<file path="src/rtl/rlz_pkg.sv">
`timescale 1ns / 1ps
// ---------------------------------------------------------------------------
// rlz_pkg - shared types and constants
// Types, codes and constants of the run-length / back-reference decompressor.
// ---------------------------------------------------------------------------
package rlz_pkg;

	localparam int ADDR_BITS_DEF = 16;
	localparam int OUT_ADDR_W    = 16;
	localparam int LEN_W         = 11;
	localparam int QUEUE_DEPTH   = 2;

	localparam logic [7:0] END_BYTE  = 8'hFF;
	localparam logic [7:0] LONG_MASK = 8'hE0;
	localparam logic [7:0] SLEN_MASK = 8'h1F;
	localparam logic [7:0] LLEN_MASK = 8'h03;

	typedef enum logic [1:0] {
		KIND_DATA = 2'd0,
		KIND_END  = 2'd1,
		KIND_REFUSED = 2'd2
	} kind_t;

	typedef enum logic [2:0] {
		CMD_COPY = 3'd0,
		CMD_FILL = 3'd1,
		CMD_ALT  = 3'd2,
		CMD_RAMP = 3'd3,
		CMD_ABS  = 3'd4,
		CMD_ABSX = 3'd5,
		CMD_REL  = 3'd6,
		CMD_RELX = 3'd7
	} cmd_t;

	typedef enum logic [5:0] {
		PH_CMD    = 6'b000001,
		PH_LENLO  = 6'b000010,
		PH_ARG1   = 6'b000100,
		PH_ARG2   = 6'b001000,
		PH_DIRECT = 6'b010000,
		PH_RUN    = 6'b100000
	} phase_t;

	// byte source for the back end
	typedef enum logic [1:0] {
		SRC_LIT   = 2'd0,
		SRC_STORE = 2'd1,
		SRC_NONE  = 2'd2
	} src_t;

	// one operation from the parser to the store stage
	typedef struct packed {
		kind_t                   kind;
		src_t                    src;
		logic [OUT_ADDR_W-1:0]   waddr;
		logic [OUT_ADDR_W-1:0]   raddr;
		logic [7:0]              lit;
		logic                    invert;
		logic                    pending;
	} op_t;

endpackage

</file>
<file path="src/rtl/rlz_queue.sv">
`timescale 1ns / 1ps
// ---------------------------------------------------------------------------
// rlz_queue - operation queue
// Small FIFO between the parser and the store stage.
// ---------------------------------------------------------------------------
module rlz_queue #(
	parameter int DEPTH = rlz_pkg::QUEUE_DEPTH
) (
	input  logic          clk,
	input  logic          arst_n,
	input  logic          push,
	input  rlz_pkg::op_t  push_data,
	input  logic          pop,
	output logic          not_empty,
	output logic          not_full,
	output rlz_pkg::op_t  head
);
	import rlz_pkg::*;

	localparam int PW = (DEPTH > 1) ? $clog2(DEPTH) : 1;

	op_t           mem_q [DEPTH];
	logic [PW-1:0] wp_q, rp_q;
	logic [PW:0]   cnt_q;

	assign not_empty = (cnt_q != '0);
	assign not_full  = (cnt_q != (PW+1)'(DEPTH));
	assign head      = mem_q[rp_q];

	always_ff @(posedge clk) begin
		if (push) mem_q[wp_q] <= push_data;
	end

	always_ff @(posedge clk or negedge arst_n) begin
		if (!arst_n) begin
			wp_q  <= '0;
			rp_q  <= '0;
			cnt_q <= '0;
		end else begin
			if (push) wp_q <= (wp_q == PW'(DEPTH-1)) ? '0 : wp_q + 1'b1;
			if (pop)  rp_q <= (rp_q == PW'(DEPTH-1)) ? '0 : rp_q + 1'b1;
			cnt_q <= cnt_q + (PW+1)'(push) - (PW+1)'(pop);
		end
	end

endmodule

</file>
<file path="config.mk">
export PLATFORM = sky130hd
export DESIGN_NAME = rlz_queue
export DESIGN_NICKNAME = d
export VERILOG_FILES = /design/src/rtl/rlz_pkg.sv /design/src/rtl/rlz_queue.sv
export SDC_FILE = /design/constraint.sdc
export NUM_CORES = 1
export LEC_CHECK = 0
export ABC_AREA = 1
export BUFFER_PORTS_ARGS = -buffer_cell sky130_fd_sc_hd__buf_2
export CORE_AREA = 3 3 83 105
export DETAILED_ROUTE_END_ITERATION = 10
export DIE_AREA = 0 0 86 108
export GPL_ROUTABILITY_DRIVEN = 0
export PLACE_DENSITY = 0.81
export RECOVER_POWER = 50
export SKIP_LAST_GASP = 1
export SYNTH_ARGS = -nofsm -noshare
export SYNTH_HDL_FRONTEND = slang
export SYNTH_SLANG_ARGS = --single-unit
</file>
<file path="constraint.sdc">
create_clock -name clk -period 2.8 [get_ports clk]
set_clock_uncertainty 0.15 [all_clocks]
set_input_delay 0.42 -clock clk [delete_from_list [all_inputs] [get_ports clk]]
set_output_delay 0.42 -clock clk [all_outputs]
set_load 0.05 [all_outputs]
</file>
==> out/qor.csv, run 1 <==
stage;metric;value;unit
outcome;status;finished, final reports clean;
worst_hold_path;Worst Hold Class;input port to flop;
synth;Yosys warnings;0;
floorplan;die area;9290;um2
drt;final wirelength;5.65;mm
finish;# fillers;645;
timing;final hold vios;0;
synth;post-synthesis sequential area ratio;78.7;%
synth;post-synth net total;317;
drt;DR DRC count;0;
synth;Synth top area share;76.0;%
critical_path;launching element type of the critical path;flop;
drt;initial DRC count;68;
grt;global route overflow;0;
floorplan;Starting Density;46.7;%
floorplan;Die H;108;um
grt;routing usage on met3;5.41;%
cts;insertion delay to the later sink of the worst-skew pair;0.34;ns
drt;Antenna Nets Post-Route;0;
synth;Yosys top cell by area;edfxtp_1;
drt;DRT Pass-1 Iters;4;
synth;Area contributors post-synth;edfxtp_1 (76%), nand2_1 (5.6%), inv_1 (5.5%);
timing;unrepaired setup endpoints after global routing;no;
synth;Seq cells post-synth;96;
grt;met2 Usage GRT;22.1;%
power_and_ir_drop;static leakage;0.00185;uW
critical_path;crit path DAT;1.85;ns
cts;Setup Fix Bufs, Post-CTS;0;
cts;CTS buffer count;9;
cts;clock sink count;96;
floorplan;Die Wd;86;um
timing;worst-margin pin slew;1.19;ns
floorplan;floorplan core area;7790;um2
timing;setup_tns;0;ns
power_and_ir_drop;Design Power;5360;uW
finish;layout cells sized above 1;24.2;%
drt;average wire per standard cell;12.1;um
power_and_ir_drop;PD cells;1220;nW/um2
grt;Tot GR Track Use;12.6;%
grt;GR peak layer;met2;
critical_path;Crit Path Category;flop to output pin;
grt;vias in the first global route;1945;
synth;Synth Instances;265;
flow_run;maxcap violations;0;
critical_path;crit path max-delay cell type;dfrtp_2;
grt;largest net degree at the start of global routing;63;
synth;Cell Area, Synth;3640;um2
finish;Antenna diodes;0;
critical_path;Required @ worst endpoint;2.23;ns
cts;Clock Tree Root;clkbuf_8;
floorplan;Rows;36;
critical_path;Buf/Inv on CP;2;
timing;Tcrit/Tclk final;86.4;%
cts;clk slew on worst S/H paths;0.08;ns
timing;Slew Limit Fails;0;
critical_path;Worst path max stage delay;0.68;ns
finish;P&R area growth vs syn;21.0;%
placement;DP HPWL;3.75;mm
timing;top achievable clock speed;0.413;GHz
floorplan;# IOs;98;
placement;number of I/O port buffers;97;
critical_path;Worst setup EP type;output pin;
timing;Slew headroom;20.6;%
cts;H-tree depth;3;
critical_path;crit path cell chain;buf_12, nand2_1, o21ai_0, buf_2;
drt;routed vias/inst;4.50;
timing;final setup fails;0;
synth;Syn Area/Cell;13.7;um2
cts;CTS Buffer Depth;2;
grt;initial antenna violation count;0;
power_and_ir_drop;worst vdd ir;0.000798;V
cts;CTS tree;yes;
timing;Tmin final;2.42;ns
finish;final-stage net count;419;
critical_path;CP top delay family;flip-flops;
critical_path;Crit Path Max Fanout;62;
drt;DR vias;2100;
grt;global-route wire length before repair;8.69;mm
grt;global routing usage on met1;12.9;%
synth;Synth cell types;13;
==> worst paths after layout <==
kind                             startpoint                endpoint  slack, ns  depth (start not counted)
max                        rp_q$_DFFE_PN0P_                head[34]       0.38                          4
min                           push_data[14]  mem_q[0][14]$_DFFE_PP_       0.11                          1
max reg2reg                wp_q$_DFFE_PN0P_  mem_q[0][40]$_DFFE_PP_       0.84                          2
min reg2reg                wp_q$_DFFE_PN0P_        wp_q$_DFFE_PN0P_       0.39                          1
max in group asynchronous            arst_n        rp_q$_DFFE_PN0P_       1.98                          2
min in group asynchronous            arst_n      cnt_q[1]$_DFF_PN0_       0.30                          2
==> registers in the layout, indices dropped and copies added (netlist names) <==
name   count
mem_q     92
rp_q       1
cnt_q      2
wp_q       1
==> layer usage <==
metal / wire (um) / vias to the layer above
met5: 0 / -
met4: 85 / 0
met3: 465 / 9
met2: 2900 / 69
met1: 2200 / 937
li1: - / 1085
==> kinds of logic (layout without fill, tap and decap cells) <==
kind of cell / count (synthesis) / after routing / share of synthesized area [%]
DFF: 96 / 96 / 78.7
AOI/OAI and AO/OA: 46 / 46 / 6.33
and+or+nand+nor: 56 / 56 / 5.82
xor gates and xnor gates: 2 / 2 / 0.482
adders and majority gates: 2 / 2 / 0.688
buffers and inverters: 63 / 170 / 7.95
==> through the flow <==
stage                     setup slack, ns  cell area [um2]  instances  hold slack (ns)  utilization (%)
after CTS                           0.358             4440        467           0.0755             57.0
after global routing                0.221             4400        467           0.0676             56.5
final                               0.380             4400        467            0.105             56.5
after detailed placement            0.764             4190        450           0.0863             53.8
after floorplan                     0.566             3640        265          -0.0256                -
after global placement              0.806             4190        450           0.0805             53.8
==> area by class of cell <==
| class | instances | area (um2) | share of cell area, % |
|---|---|---|---|
| well taps | 95 | 119 | 2.70 |
| multi-input cells | 106 | 492 | 11.2 |
| flip-flops and latches | 96 | 2860 | 65.1 |
| inverters | 53 | 199 | 4.52 |
| clock inverters | 7 | 110 | 2.50 |
| repair buffers | 101 | 493 | 11.2 |
| clock buffers | 9 | 124 | 2.81 |
==> cell usage after synthesis <==
master	number
edfxtp_1	92
buf_4	2
nor2_1	1
o21ai_0	22
nand3_1	1
xor2_1	2
inv_1	53
dfrtp_1	4
clkbuf_1	2
o21ai_1	24
ha_1	2
buf_6	6
nand2_1	54
==> worst reg2reg max path, delay by kind of cell, from the launching register on <==
kind,cells,cell delay [ns]
buffers and inverters,1,0.89
flip-flops,1,0.43
AND/OR/NAND/NOR,1,0.11
==> cell usage in the layout, fill, tap and decap left out, types with 2 or more instances in the layout <==
cell type,count
inv_1,52
dfrtp_1,3
buf_2,71
o21ai_1,24
o21ai_0,22
nand2_1,54
bufinv_16,3
ha_1,2
edfxtp_1,92
clkbuf_1,25
xor2_1,2
clkinv_1,3
clkbuf_2,2
clkbuf_8,9
==> repair_timing <==
action	CTS	global route
resized for setup	0	0
hold buffers	1	0
hold endpoints to repair	4	0
==> power by group <==
part | internal (uW) | switching, uW
registers | 1920 | 127
clock network | 585 | 425
logic | 458 | 1850
(Power assumes the default switching activity.)
==> run 2, diff against run 1 <==
--- a/config.mk
+++ b/config.mk
@@ -7,9 +7,9 @@
 export LEC_CHECK = 0
 export ABC_AREA = 1
 export BUFFER_PORTS_ARGS = -buffer_cell sky130_fd_sc_hd__buf_2
-export CORE_AREA = 3 3 83 105
+export CORE_AREA = 2 2 82 104
 export DETAILED_ROUTE_END_ITERATION = 10
-export DIE_AREA = 0 0 86 108
+export DIE_AREA = 0 0 84 106
 export GPL_ROUTABILITY_DRIVEN = 0
 export PLACE_DENSITY = 0.81
 export RECOVER_POWER = 50
==> constraint.sdc (replaced) <==
create_clock -name clk -period 2.05 [get_ports clk]
set_clock_uncertainty 0.15 [all_clocks]
set_input_delay 0.3075 -clock clk [delete_from_list [all_inputs] [get_ports clk]]
set_output_delay 0.3075 -clock clk [all_outputs]
set_load 0.05 [all_outputs]
==> run 2 against run 1 <==
  * Sequential share of layout area fell by 5.5 points
  * Largest power group unchanged
  * Clock-buffer cell count up 2
  * Combinational power is 46% higher
  * Setup slack got worse by 0.33 ns
  * Utilization grew 3.6 points
  * Cell count rose by 11%
  * Final area rose by 9.2%
  * Global-route usage increased by 3.2 points
  * Routed wire length up 18%
==> out/qor.csv, run 2 (synthesis gave the netlist of run 1 again) <==
stage;metric;value;unit;change
timing;Tcrit/Tclk final;97.4;%;
finish;P&R area growth vs syn;32.2;%;
critical_path;Buf/Inv on CP;2;;unchanged
critical_path;crit path DAT;1.54;ns;-0.31 ns
finish;fin cells;518;;+11%
finish;most frequent cells in the layout;edfxtp_1 (92), buf_2 (60), nand2_1 (54);;
floorplan;Rows;37;;+2.8%
cts;CTS tree;yes;;
cts;CTS buffer count;9;;unchanged
placement;worst slack at placement;0.422;ns;-0.342 ns
timing;worst-margin pin slew;0.914;ns;-0.277 ns
timing;unrepaired setup endpoints after global routing;yes;;
cts;clk slew on worst S/H paths;0.08;ns;about the same
timing;final setup fails;0;;unchanged
grt;Tot GR Track Use;15.8;%;+3.2 points
cts;Clock Tree Root;clkbuf_8;;
grt;global route overflow;0;;unchanged
floorplan;floorplan core area;8010;um2;+2.8%
timing;top achievable clock speed;0.501;GHz;
placement;placed cell count;455;;+1.1%
finish;Antenna diodes;0;;unchanged
timing;Final Worst Setup Slack;0.0531;ns;-0.327 ns
outcome;status;finished, final reports clean;;
drt;final wirelength;6.65;mm;+18%
finish;layout cells sized above 1;18.5;%;-5.7 points
critical_path;CP top delay family;buffers and inverters;;
timing;worst hold margin;0.0433;ns;-0.0619 ns
timing;Slew headroom;39.1;%;+18 points
grt;largest net degree at the start of global routing;57;;-9.5%
power_and_ir_drop;worst vdd ir;0.000873;V;+9.4%
floorplan;Die H;106;um;-1.9%
drt;average wire per standard cell;12.8;um;+6.2%
finish;final-stage net count;468;;+12%
drt;initial DRC count;177;;+160%
worst_hold_path;Worst Hold Class;input port to flop;;
drt;Antenna Nets Post-Route;0;;unchanged
finish;commonest non-fill, non-tap cell in the layout;edfxtp_1;;
critical_path;crit path cell chain;buf_12, o21ai_0, buf_2;;
flow_run;maxcap violations;0;;unchanged
cts;Setup Fix Bufs, Post-CTS;0;;unchanged
placement;number of I/O port buffers;97;;unchanged
drt;DRT Pass-1 Iters;4;;unchanged
floorplan;die area;8900;um2;-4.1%
floorplan;# IOs;98;;unchanged
timing;final hold vios;0;;unchanged
placement;DP HPWL;4.34;mm;+16%
power_and_ir_drop;static leakage;0.00200;uW;+8.1%
critical_path;Crit Path Category;flop to output pin;;
timing;Tmin final;2.00;ns;
finish;max reg flops;92;;unchanged
critical_path;crit path max-delay cell type;dfrtp_2;;
floorplan;Starting Density;45.4;%;-1.3 points
cts;H-tree depth;3;;unchanged
cts;clock sink count;96;;unchanged
finish;Top reg by flops;mem_q;;
grt;global-route wire length before repair;10.8;mm;+24%
drt;DR DRC count;0;;unchanged
finish;biggest regs;mem_q: 92 flops, cnt_q: 2 flops;;
floorplan;Die Wd;84;um;-2.3%
critical_path;Worst path max stage delay;0.44;ns;-0.24 ns
drt;DR vias;2335;;+11%
critical_path;Crit Path Max Fanout;56;;-9.7%
critical_path;launching element type of the critical path;flop;;
power_and_ir_drop;PD cells;1480;nW/um2;+21%
grt;initial antenna violation count;0;;unchanged
timing;Slew Limit Fails;0;;unchanged
critical_path;Worst setup EP type;output pin;;
critical_path;Required @ worst endpoint;1.59;ns;-0.64 ns
power_and_ir_drop;Design Power;7100;uW;+32%
cts;insertion delay to the later sink of the worst-skew pair;0.34;ns;about the same
cts;CTS Buffer Depth;2;;unchanged
drt;routed vias/inst;4.51;;+0.24%
grt;vias in the first global route;2437;;+25%
## run 2: cell count changes in the layout (fill, tap and decap cells not counted), moves of 2 or more
cell and delta:
buf_2 -11, buf_4 +2, bufinv_16 -3, clkbuf_1 +14, clkbuf_2 -2, dlygate4sd3_1 +46
o21ai_0 -2, o21ai_1 +2
## run 2: final timing paths
kind                                   from                    end  slack, ns  depth (start not counted)
max reg2reg                wp_q$_DFFE_PN0P_  mem_q[0][5]$_DFFE_PP_       0.26                          2
max in group asynchronous            arst_n       rp_q$_DFFE_PN0P_       1.27                          2
min in group asynchronous            arst_n     cnt_q[1]$_DFF_PN0_       0.22                          2
max                        rp_q$_DFFE_PN0P_               head[37]       0.05                          3
min                                     pop       rp_q$_DFFE_PN0P_       0.04                          2
min reg2reg                wp_q$_DFFE_PN0P_       wp_q$_DFFE_PN0P_       0.35                          1
## run 2: per-stage QoR
stage / cell area (um2) / utilization [%] / setup TNS [ns]
2_1_floorplan: 3640 / - / -1.43
3_3_place_gp: 4230 / 52.8 / 0
3_5_place_dp: 4230 / 52.8 / 0
4_1_cts: 4860 / 60.6 / 0
5_1_grt: 4810 / 60.0 / -0.00545
6_report: 4810 / 60.0 / 0
## run 2: layout make-up
type	count	area, um2
Sequential cell	96	2860
Timing Repair Buffer	150	983
Multi-Input combinational cell	106	484
Clock inverter	5	23.8
Inverter	53	199
Fill cell	657	3200
Clock buffer	11	131
Tap cell	97	121
## run 2: worst register-to-register path, cell delays in order, from the launching register on
cell      delay (ns)
dfrtp_1         0.41
nor2_1          0.16
clkbuf_1        0.71
## run 2: timing repair
item / in CTS / in global routing
hold buffers: 47 / 0
resized for setup: 0 / 2
hold endpoints to repair: 96 / 0
setup endpoints to repair: 0 / 19
## run 2: per-layer routing
metal / wire length (um) / vias up / GRT usage, %
li1: - / 1186 / -
met1: 2670 / 1077 / 17.3
met2: 3530 / 65 / 28.3
met3: 363 / 7 / 4.97
met4: 90 / 0 / 6.68
met5: 0 / - / 0
## run 2: power by group
group	total, uW	internal [uW]	switching [uW]
clock network	1010	428	582
registers	2720	2610	110
logic	3370	734	2630
