===== src/rtl/rlz_pkg.sv =====
`timescale 1ns / 1ps
// ---------------------------------------------------------------------------
// rlz_pkg - shared types and constants
// Types, codes and constants of the run-length / back-reference decompressor.
// ---------------------------------------------------------------------------
package rlz_pkg;

	localparam int ADDR_BITS_DEF = 16;
	localparam int OUT_ADDR_W    = 16;
	localparam int LEN_W         = 11;
	localparam int QUEUE_DEPTH   = 2;

	localparam logic [7:0] END_BYTE  = 8'hFF;
	localparam logic [7:0] LONG_MASK = 8'hE0;
	localparam logic [7:0] SLEN_MASK = 8'h1F;
	localparam logic [7:0] LLEN_MASK = 8'h03;

	typedef enum logic [1:0] {
		KIND_DATA = 2'd0,
		KIND_END  = 2'd1,
		KIND_REFUSED = 2'd2
	} kind_t;

	typedef enum logic [2:0] {
		CMD_COPY = 3'd0,
		CMD_FILL = 3'd1,
		CMD_ALT  = 3'd2,
		CMD_RAMP = 3'd3,
		CMD_ABS  = 3'd4,
		CMD_ABSX = 3'd5,
		CMD_REL  = 3'd6,
		CMD_RELX = 3'd7
	} cmd_t;

	typedef enum logic [5:0] {
		PH_CMD    = 6'b000001,
		PH_LENLO  = 6'b000010,
		PH_ARG1   = 6'b000100,
		PH_ARG2   = 6'b001000,
		PH_DIRECT = 6'b010000,
		PH_RUN    = 6'b100000
	} phase_t;

	// byte source for the back end
	typedef enum logic [1:0] {
		SRC_LIT   = 2'd0,
		SRC_STORE = 2'd1,
		SRC_NONE  = 2'd2
	} src_t;

	// one operation from the parser to the store stage
	typedef struct packed {
		kind_t                   kind;
		src_t                    src;
		logic [OUT_ADDR_W-1:0]   waddr;
		logic [OUT_ADDR_W-1:0]   raddr;
		logic [7:0]              lit;
		logic                    invert;
		logic                    pending;
	} op_t;

endpackage


===== src/rtl/rlz_parser.sv =====
`timescale 1ns / 1ps
// ---------------------------------------------------------------------------
// rlz_parser - front end
// Parses headers and arguments, tracks run state and issues one store
// operation per data byte, end marker or refusal.
// ---------------------------------------------------------------------------
module rlz_parser #(
	parameter int ADDR_BITS = rlz_pkg::ADDR_BITS_DEF
) (
	input  logic               clk,
	input  logic               arst_n,
	input  logic               cfg_we,
	input  logic [15:0]        cfg_data,
	input  logic               in_fire,
	input  logic               req_type,
	input  logic [7:0]         in_byte,
	output logic               op_valid,
	output rlz_pkg::op_t       op
);
	import rlz_pkg::*;

	phase_t                 phase_q;
	cmd_t                   cmd_q;
	logic [LEN_W-1:0]       len_q;
	logic [15:0]            pair_q;
	logic                   tog_q;
	logic [15:0]            base_q;
	logic [ADDR_BITS-1:0]   wpos_q;
	logic [ADDR_BITS-1:0]   rpos_q;

	phase_t                 phase_d;
	cmd_t                   cmd_d;
	logic [LEN_W-1:0]       len_d;
	logic [15:0]            pair_d;
	logic                   tog_d;
	logic [ADDR_BITS-1:0]   wpos_d;
	logic [ADDR_BITS-1:0]   rpos_d;
	logic                   emit_run;
	logic [ADDR_BITS-1:0]   rsel;
	logic [LEN_W-1:0]       len_dec;

	always_comb begin
		phase_d  = phase_q;
		cmd_d    = cmd_q;
		len_d    = len_q;
		pair_d   = pair_q;
		tog_d    = tog_q;
		wpos_d   = wpos_q;
		rpos_d   = rpos_q;
		emit_run = 1'b0;
		rsel     = rpos_q;
		op_valid = 1'b0;
		op       = '0;
		op.kind  = KIND_DATA;
		op.src   = SRC_NONE;
		len_dec  = '0;
		if (in_fire) begin
			if (req_type) begin
				emit_run = (phase_q == PH_RUN);
			end else begin
				unique case (phase_q)
					PH_CMD: begin
						if (in_byte == END_BYTE) begin
							wpos_d   = base_q[ADDR_BITS-1:0];
							op_valid = 1'b1;
							op.kind  = KIND_END;
						end else if ((in_byte & LONG_MASK) == LONG_MASK) begin
							cmd_d   = cmd_t'(in_byte[4:2]);
							len_d   = {1'b0, in_byte[1:0], 8'h00};
							phase_d = PH_LENLO;
						end else begin
							cmd_d   = cmd_t'(in_byte[7:5]);
							len_d   = LEN_W'(in_byte & SLEN_MASK) + LEN_W'(1);
							phase_d = (cmd_t'(in_byte[7:5]) == CMD_COPY) ? PH_DIRECT : PH_ARG1;
							tog_d   = 1'b0;
						end
					end
					PH_LENLO: begin
						len_d   = (len_q | LEN_W'(in_byte)) + LEN_W'(1);
						phase_d = (cmd_q == CMD_COPY) ? PH_DIRECT : PH_ARG1;
						tog_d   = 1'b0;
					end
					PH_DIRECT: begin
						len_d    = len_q - LEN_W'(1);
						if (len_d == '0) phase_d = PH_CMD;
						op_valid = 1'b1;
						op.src   = SRC_LIT;
						op.lit   = in_byte;
						op.waddr = OUT_ADDR_W'(wpos_q);
						wpos_d   = wpos_q + 1'b1;
					end
					PH_ARG1: begin
						unique case (cmd_q)
							CMD_ALT, CMD_ABS, CMD_ABSX: begin
								pair_d  = {8'h00, in_byte};
								phase_d = PH_ARG2;
							end
							CMD_REL, CMD_RELX: begin
								rsel     = wpos_q - ADDR_BITS'(in_byte);
								emit_run = 1'b1;
							end
							default: begin
								pair_d   = {in_byte, in_byte};
								emit_run = 1'b1;
							end
						endcase
					end
					PH_ARG2: begin
						pair_d = {in_byte, pair_q[7:0]};
						if (cmd_q != CMD_ALT)
							rsel = ADDR_BITS'({in_byte, pair_q[7:0]} + base_q);
						emit_run = 1'b1;
					end
					PH_RUN: begin
						op_valid    = 1'b1;
						op.kind     = KIND_REFUSED;
						op.pending  = 1'b1;
					end
					default: phase_d = PH_CMD;
				endcase
			end
		end
		if (emit_run) begin
			// pair_d carries any argument loaded this cycle
			op_valid  = 1'b1;
			op.waddr  = OUT_ADDR_W'(wpos_q);
			op.raddr  = OUT_ADDR_W'(rsel);
			wpos_d    = wpos_q + 1'b1;
			op.src    = SRC_LIT;
			case (cmd_q)
				CMD_FILL: op.lit = pair_d[7:0];
				CMD_ALT: begin
					op.lit = tog_q ? pair_d[15:8] : pair_d[7:0];
					tog_d  = ~tog_q;
				end
				CMD_RAMP: begin
					op.lit = pair_d[7:0];
					pair_d = {pair_d[15:8], pair_d[7:0] + 8'd1};
				end
				default: begin
					op.src    = SRC_STORE;
					op.invert = cmd_q[0];
					rpos_d    = rsel + 1'b1;
				end
			endcase
			len_dec    = (len_q != '0) ? len_q - LEN_W'(1) : len_q;
			len_d      = len_dec;
			phase_d    = (len_dec == '0) ? PH_CMD : PH_RUN;
			op.pending = (len_dec != '0);
		end
		if (cfg_we) begin
			wpos_d  = cfg_data[ADDR_BITS-1:0];
			phase_d = PH_CMD;
			len_d   = '0;
			tog_d   = 1'b0;
		end
	end

	always_ff @(posedge clk or negedge arst_n) begin
		if (!arst_n) begin
			phase_q <= PH_CMD;
			cmd_q   <= CMD_COPY;
			len_q   <= '0;
			pair_q  <= '0;
			tog_q   <= 1'b0;
			base_q  <= '0;
			wpos_q  <= '0;
			rpos_q  <= '0;
		end else begin
			phase_q <= phase_d;
			cmd_q   <= cmd_d;
			len_q   <= len_d;
			pair_q  <= pair_d;
			tog_q   <= tog_d;
			wpos_q  <= wpos_d;
			rpos_q  <= rpos_d;
			if (cfg_we) base_q <= cfg_data;
		end
	end

endmodule


===== config.mk =====
export PLATFORM = sky130hd
export DESIGN_NAME = rlz_parser
export DESIGN_NICKNAME = d
export VERILOG_FILES = /design/src/rtl/rlz_pkg.sv /design/src/rtl/rlz_parser.sv
export SDC_FILE = /design/constraint.sdc
export NUM_CORES = 1
export LEC_CHECK = 0
export BUFFER_PORTS_ARGS = -buffer_cell sky130_fd_sc_hd__buf_2
export CORE_AREA = 5 5 130 132
export CTS_BUF_LIST = sky130_fd_sc_hd__clkbuf_8
export DETAILED_ROUTE_END_ITERATION = 8
export DIE_AREA = 0 0 135 137
export PLACE_DENSITY = 0.68
export REMOVE_ABC_BUFFERS = 1
export SYNTH_ARGS = -nofsm -noshare
export SYNTH_HDL_FRONTEND = slang
export SYNTH_SLANG_ARGS = --single-unit

===== constraint.sdc =====
create_clock -name clk -period 3.2 [get_ports clk]
set_input_delay 0.16 -clock clk [delete_from_list [all_inputs] [get_ports clk]]
set_output_delay 0.16 -clock clk [all_outputs]
set_load 0.01 [all_outputs]

==> results of run 1 <==
[report_power, final]
part | switching, mW | leakage [nW] | internal [mW]
logic | 1.73 | 3.05 | 1.44
registers | 0.247 | 1.08 | 1.29
clock network | 0.429 | 0.102 | 0.381
[per-layer routing]
metal,wire (µm),up-vias
met5,0,-
met4,752,0
met3,1900,57
met2,10800,346
met1,11300,3683
li1,-,3717
[cell type report]
type,instances,area [µm²]
clock buffer,10,138
clock inverter,6,61.3
fill,1363,5970
inverter,35,131
multi-input combinational,744,5230
sequential,85,2130
tap,216,270
timing repair buffer,241,1660
[synthesized netlist by cell type, drive strengths merged (5+ instances only)]
library cell / instances / share of area, %
nor2: 129 / 6.7
a21oi: 87 / 6.0
dfrtp: 84 / 29
nand2: 75 / 4.0
o21ai: 52 / 3.6
clkbuf: 40 / 2.1
xnor2: 38 / 4.6
inv: 35 / 1.8
ha: 30 / 5.2
xor2: 30 / 3.6
nor3: 24 / 1.7
nand3: 23 / 1.6
nor2b: 21 / 1.8
a211oi: 18 / 2.0
mux2: 17 / 2.7
nor4: 13 / 1.4
o22ai: 12 / 1.0
buf: 11 / 0.94
nand2b: 10 / 0.87
or3: 10 / 0.94
a22o: 9 / 1.1
and2: 9 / 0.78
a31o: 8 / 0.97
a31oi: 8 / 0.87
nand4: 8 / 0.69
o31ai: 8 / 0.83
a21o: 7 / 0.73
a221oi: 7 / 0.85
o221ai: 7 / 0.85
a22oi: 6 / 0.62
and3: 6 / 0.52
or2: 6 / 0.52
o211ai: 5 / 0.52
o21a: 5 / 0.52
o32ai: 5 / 0.61
[worst reg2reg max path: cells and delay by family (launching register included)]
family                     cells  cell delay, ns
AOI/OAI and AO/OA              7            1.16
and+or+nand+nor                3            1.36
DFF                            1            0.39
adders and majority gates      1            0.34
[worst paths after layout]
kind,end,depth (start not counted)
setup / recovery,rpos_q[15],11
hold / removal,base_q[9],2
setup reg to reg,rpos_q[15],11
hold reg to reg,rpos_q[5],2
max in group asynchronous,phase_q[0],3
min in group asynchronous,len_q[8],2
[timing repair]
item / CTS / global route
resized for setup: 45 / 64
hold buffers: 2 / 0
pin swaps: 35 / 27
buffers inserted: 13 / 14
endpoints found under the setup margin: 20 / 39
endpoints found under the hold margin: 50 / 0
[sequential cells by signal (all words and copies together) (netlist names)]
| name | cells |
|---|---|
| base_q | 16 |
| pair_q | 16 |
| rpos_q | 16 |
| wpos_q | 16 |
| len_q | 11 |
| phase_q | 6 |
| cmd_q | 3 |
| tog_q | 1 |
[stage by stage]
stage	TNS, ns	hold WS [ns]	instance area, µm²
2_1_floorplan	-0.970	-0.136	7000
3_3_place_gp	-0.852	0.251	8700
3_5_place_dp	-1.08	0.256	8700
4_1_cts	-0.201	0.00451	9210
5_1_grt	-1.17	0.000447	9630
6_report	-0.272	0.0206	9630
[kinds of logic (layout without fill, tap and decap cells)]
group / count (synthesis) / after routing / share of synthesized area (%)
adder cells (fa/ha/maj): 32 / 32 / 5.76
XOR/XNOR: 68 / 68 / 8.26
AND/OR/NAND/NOR: 349 / 349 / 23.4
flip-flops: 85 / 85 / 29.5
multiplexers: 20 / 20 / 3.07
AO/OA/AOI/OAI: 275 / 275 / 25.1
buffers and inverters: 86 / 292 / 4.86
==> impl_metrics.json, run 1 <==
{
  "cp_max_fo": 4,
  "gp_congestion": 0.942,
  "grtUsageMet2_pct": 39.6,
  "dp_slack_ns": -0.327,
  "min_period_ns": 3.33,
  "diodes": 0,
  "layout_common_cells": "buf_4, nor2_1, dfrtp_1",
  "final_core_util_pct": 61.7,
  "worst_path_most_repeated_cell": "a31oi_4",
  "finalCritPeriodShare_pct": 104,
  "rr_startpoint": "wpos_q[4]",
  "setup_viol": 4,
  "cts_root_buf": "clkbuf_8",
  "yosysSeqAreaShare_pct": 29.5,
  "drt-initial-drc-count": 688,
  "layout.nets": 1177,
  "hpwl_um": 18400,
  "grt_remaining_overflow": 0,
  "io_buffers": 75,
  "htreeDepth": 3,
  "endpoint_kind": "register",
  "wl_um": 24700,
  "grt_max_degree": 53,
  "antenna_found_initial": 0,
  "crit_required_ns": 3.50,
  "clk_pin_slew_ns": 0.09,
  "fp-row-count": 46,
  "worst_pin_slew_ns": 0.690,
  "cp_num_buf_inv": 0,
  "startpoint": "wpos_q[4]",
  "yosys_warnings": 0,
  "first_pass_iters": 5,
  "grt_pass1_vias": 7287,
  "cts_buffer_depth": 2,
  "syn_area_um2": 7210,
  "min_path_type": "in -> reg",
  "die_width_um": 135,
  "core_um2": 15600,
  "slew_headroom_pct": 54.0,
  "peakVddDrop_mv": 0.293,
  "cp_cell_sequence": "ha_1, a21o_1, a31oi_4, a31oi_4, or4b_1, a21oi_2, a221oi_2, or4_4, or3_4, o41a_1, o211ai_1",
  "synthToLayoutAreaGrowth_pct": 33.4,
  "ant_nets": 0,
  "syn_inst": 915,
  "crit_type": "reg -> reg",
  "ys.flop_type": "dfrtp_1",
  "grtUsageMet1_pct": 38.4,
  "postSynthAreaPerCell_um2": 7.88,
  "reg2reg_slack_ns": -0.13,
  "max_freq_mhz": 300,
  "crit_path_start_kind": "register",
  "cts_tree": "done",
  "die_h_um": 137,
  "drive_above_1_share_pct": 33.3,
  "layout_commonest_cell": "buf_4",
  "synth.distinct_cells": 77,
  "fin_cells": 1337,
  "synth-edff-count": 0,
  "ys_seq_elements": 85,
  "fin_total_pwr_mw": 5.51,
  "drc": 0,
  "outcome": "finished with violations",
  "drv_cap": 0,
  "grt_pass1_wl_um": 38600,
  "path_delay_family": "simple AND/OR/NAND/NOR gates",
  "top_usage_layer": "met2",
  "grt_util_all_layers_pct": 26.6,
  "p_leak_nw": 4.23,
  "synthArstFlopShare_pct": 100,
  "numClockSinks": 85,
  "hold_violations": 0,
  "grtUsageMet3_pct": 5.07,
  "wl_per_cell_um": 18.5,
  "failed_checks": "negative setup slack",
  "rsz0062_at_grt": "true",
  "avgViaCountPerCell": 5.84,
  "vias": 7803,
  "initial_utilization_pct": 46.3,
  "finalWorstSetupSlack_ns": -0.130,
  "min_from": "cfg_data[9]",
  "crit_arrival_ns": 3.63,
  "die-area_um2": 18500,
  "clock_skew_ns": 0.0216,
  "cp_slowest_cell": "or4b_1",
  "clk_latency_ns": 0.40,
  "p_per_area_nw_per_um2": 573,
  "dp_cells": 1293,
  "numCtsBuffers": 9,
  "crit_path_max_incr_delay_ns": 0.50,
  "slew_violations": 0,
  "ios": 76
}
No activity file was read; power rests on OpenSTA's default activity.
==> run 2: changes to the inputs <==
- CORE_AREA: 5 5 130 132 -> 5 5 120 122
- DIE_AREA: 0 0 135 137 -> 0 0 125 127
- PLACE_DENSITY: 0.68 -> 0.78
==> run 2 against run 1 <==
The flow still finishes with violations (negative setup slack). Combinational power fell by 5%. Sequential share of layout area increased by 0.71 points. Core utilization up 9.6 points. Non-clock buffer count shrank 24. Setup slack gained 0.058 ns. Fmax grew 1.8%. First-iteration DRC count up 41%. Final cell count shrank 4.8%. Die area shrank 14%. Clock skew decreased by 0.0097 ns. Worst hold slack about the same. Largest power group unchanged. Highest routed layer unchanged.
==> impl_metrics.json, run 2 (synthesis gave the netlist of run 1 again) <==
{
  "drt-initial-drc-count": 970,
  "diodes": 0,
  "crit_required_ns": 3.49,
  "dp_slack_ns": -0.281,
  "die_width_um": 125,
  "slew_headroom_pct": 48.7,
  "final_core_util_pct": 71.3,
  "drive_above_1_share_pct": 30.8,
  "min_to": "base_q[1]",
  "clock_skew_ns": 0.0120,
  "path_delay_family": "simple AND/OR/NAND/NOR gates",
  "clk_latency_ns": 0.38,
  "crit_path_max_incr_delay_ns": 0.54,
  "clk_pin_slew_ns": 0.09,
  "crit_arrival_ns": 3.56,
  "synthToLayoutAreaGrowth_pct": 29.3,
  "io_buffers": 75,
  "holdPathStages": 3,
  "layout_common_cells": "buf_4, nor2_1, dfrtp_1",
  "grt_util_all_layers_pct": 29.1,
  "peakVddDrop_mv": 0.286,
  "cp_max_fo": 4,
  "cts_root_buf": "clkbuf_8",
  "min_from": "cfg_data[1]",
  "crit_type": "reg -> reg",
  "grt_remaining_overflow": 0,
  "fp-row-count": 42,
  "wl_um": 24600,
  "initial_utilization_pct": 55.1,
  "setup_viol": 5,
  "vias": 8031,
  "outcome": "finished with violations",
  "drv_cap": 0,
  "reg2reg_slack_ns": -0.07,
  "die_h_um": 127,
  "gp_congestion": 0.981,
  "htreeDepth": 3,
  "rsz0062_at_grt": "true",
  "endpoint_kind": "register",
  "whs_ns": 0.0204,
  "layout.nets": 1153,
  "first_pass_iters": 8,
  "max_freq_mhz": 306,
  "avgViaCountPerCell": 6.31,
  "cp_num_buf_inv": 2,
  "ant_nets": 0,
  "min_path_type": "in -> reg",
  "numCtsBuffers": 9,
  "ios": 76,
  "grt_pass1_vias": 7285,
  "cp_cell_sequence": "buf_4, inv_2, fa_2, nor2b_4, o2111ai_4, nand3_2, a21oi_1, xor2_1, a222oi_1, or4_4, or3_4, o41a_1, o211ai_1",
  "grt_max_degree": 58,
  "cp_slowest_cell": "or4_4",
  "hpwl_um": 17700,
  "cts_buffer_depth": 2,
  "finalCritPeriodShare_pct": 102,
  "antenna_found_initial": 0,
  "layout_commonest_cell": "buf_4",
  "cts_tree": "done",
  "crit_path_start_kind": "register",
  "p_leak_nw": 4.05,
  "min_period_ns": 3.27,
  "failed_checks": "negative setup slack",
  "numClockSinks": 85,
  "grt_pass1_wl_um": 37700,
  "hold_violations": 0,
  "drc": 0,
  "p_per_area_nw_per_um2": 575,
  "reg2reg_to": "rpos_q[15]",
  "die-area_um2": 15900,
  "slew_violations": 0,
  "rr_startpoint": "wpos_q[1]",
  "core_um2": 13100,
  "wl_per_cell_um": 19.3,
  "worst_pin_slew_ns": 0.769,
  "finalWorstSetupSlack_ns": -0.0716,
  "rr_worst_depth": 13
}
[run 2: through the flow]
| step | power (mW) | TNS (ns) | cell area (µm²) | cells |
|---|---|---|---|---|
| floorplan | 3.16 | -0.970 | 7000 | 864 |
| global placement | 4.10 | -0.591 | 8550 | 1240 |
| detailed placement | 4.15 | -0.879 | 8550 | 1240 |
| CTS | 5.03 | -0.100 | 8940 | 1262 |
| global route | 5.68 | -1.33 | 9330 | 1273 |
| finish | 5.36 | -0.166 | 9330 | 1273 |
[run 2: layer usage]
layer	routed length [µm]	up-vias	GRT usage [%]
met4	746	0	11.3
met2	10900	462	42.9
li1	-	3678	-
met1	10700	3832	42.5
met5	0	-	0
met3	2190	59	5.26
[run 2: worst max path at each step]
stage	startpoint	end	slack (ns)	cells past startpoint
3_3_place_gp	wpos_q[1]	rpos_q[15]	-0.24	11
2_1_floorplan	wpos_q[4]	rpos_q[15]	-0.33	11
3_5_place_dp	wpos_q[1]	rpos_q[15]	-0.28	11
4_1_cts	base_q[0]	rpos_q[15]	-0.08	11
5_1_grt	wpos_q[4]	rpos_q[15]	-0.22	11
6_report	wpos_q[1]	rpos_q[15]	-0.07	13
[run 2: worst min-delay path, cell delays in order]
cell	delay (ns)
buf_2	0.07
nand2_1	0.05
o21ai_0	0.07
[run 2: repair_timing]
| item | 4_1_cts | 5_1_grt |
|---|---|---|
| hold endpoints to repair | 54 | 0 |
| resized for setup | 32 | 59 |
| setup endpoints to repair | 14 | 22 |
| setup buffers | 5 | 12 |
| hold buffers | 1 | 0 |
| pin swaps | 21 | 18 |
[run 2: cell type report]
class / count / area, µm²
Multi-Input combinational cell: 744 / 5170
Fill cell: 970 / 3760
Sequential cell: 85 / 2130
Timing Repair Buffer: 217 / 1480
Tap cell: 176 / 220
Clock buffer: 10 / 138
Inverter: 35 / 131
Clock inverter: 6 / 55.1
[run 2: power by group]
group / switching [mW] / total (mW) / internal, mW
clock: 0.419 / 0.794 / 0.375
sequential: 0.273 / 1.56 / 1.29
combinational: 1.66 / 3.01 / 1.34
total: 2.36 / 5.36 / 3.01
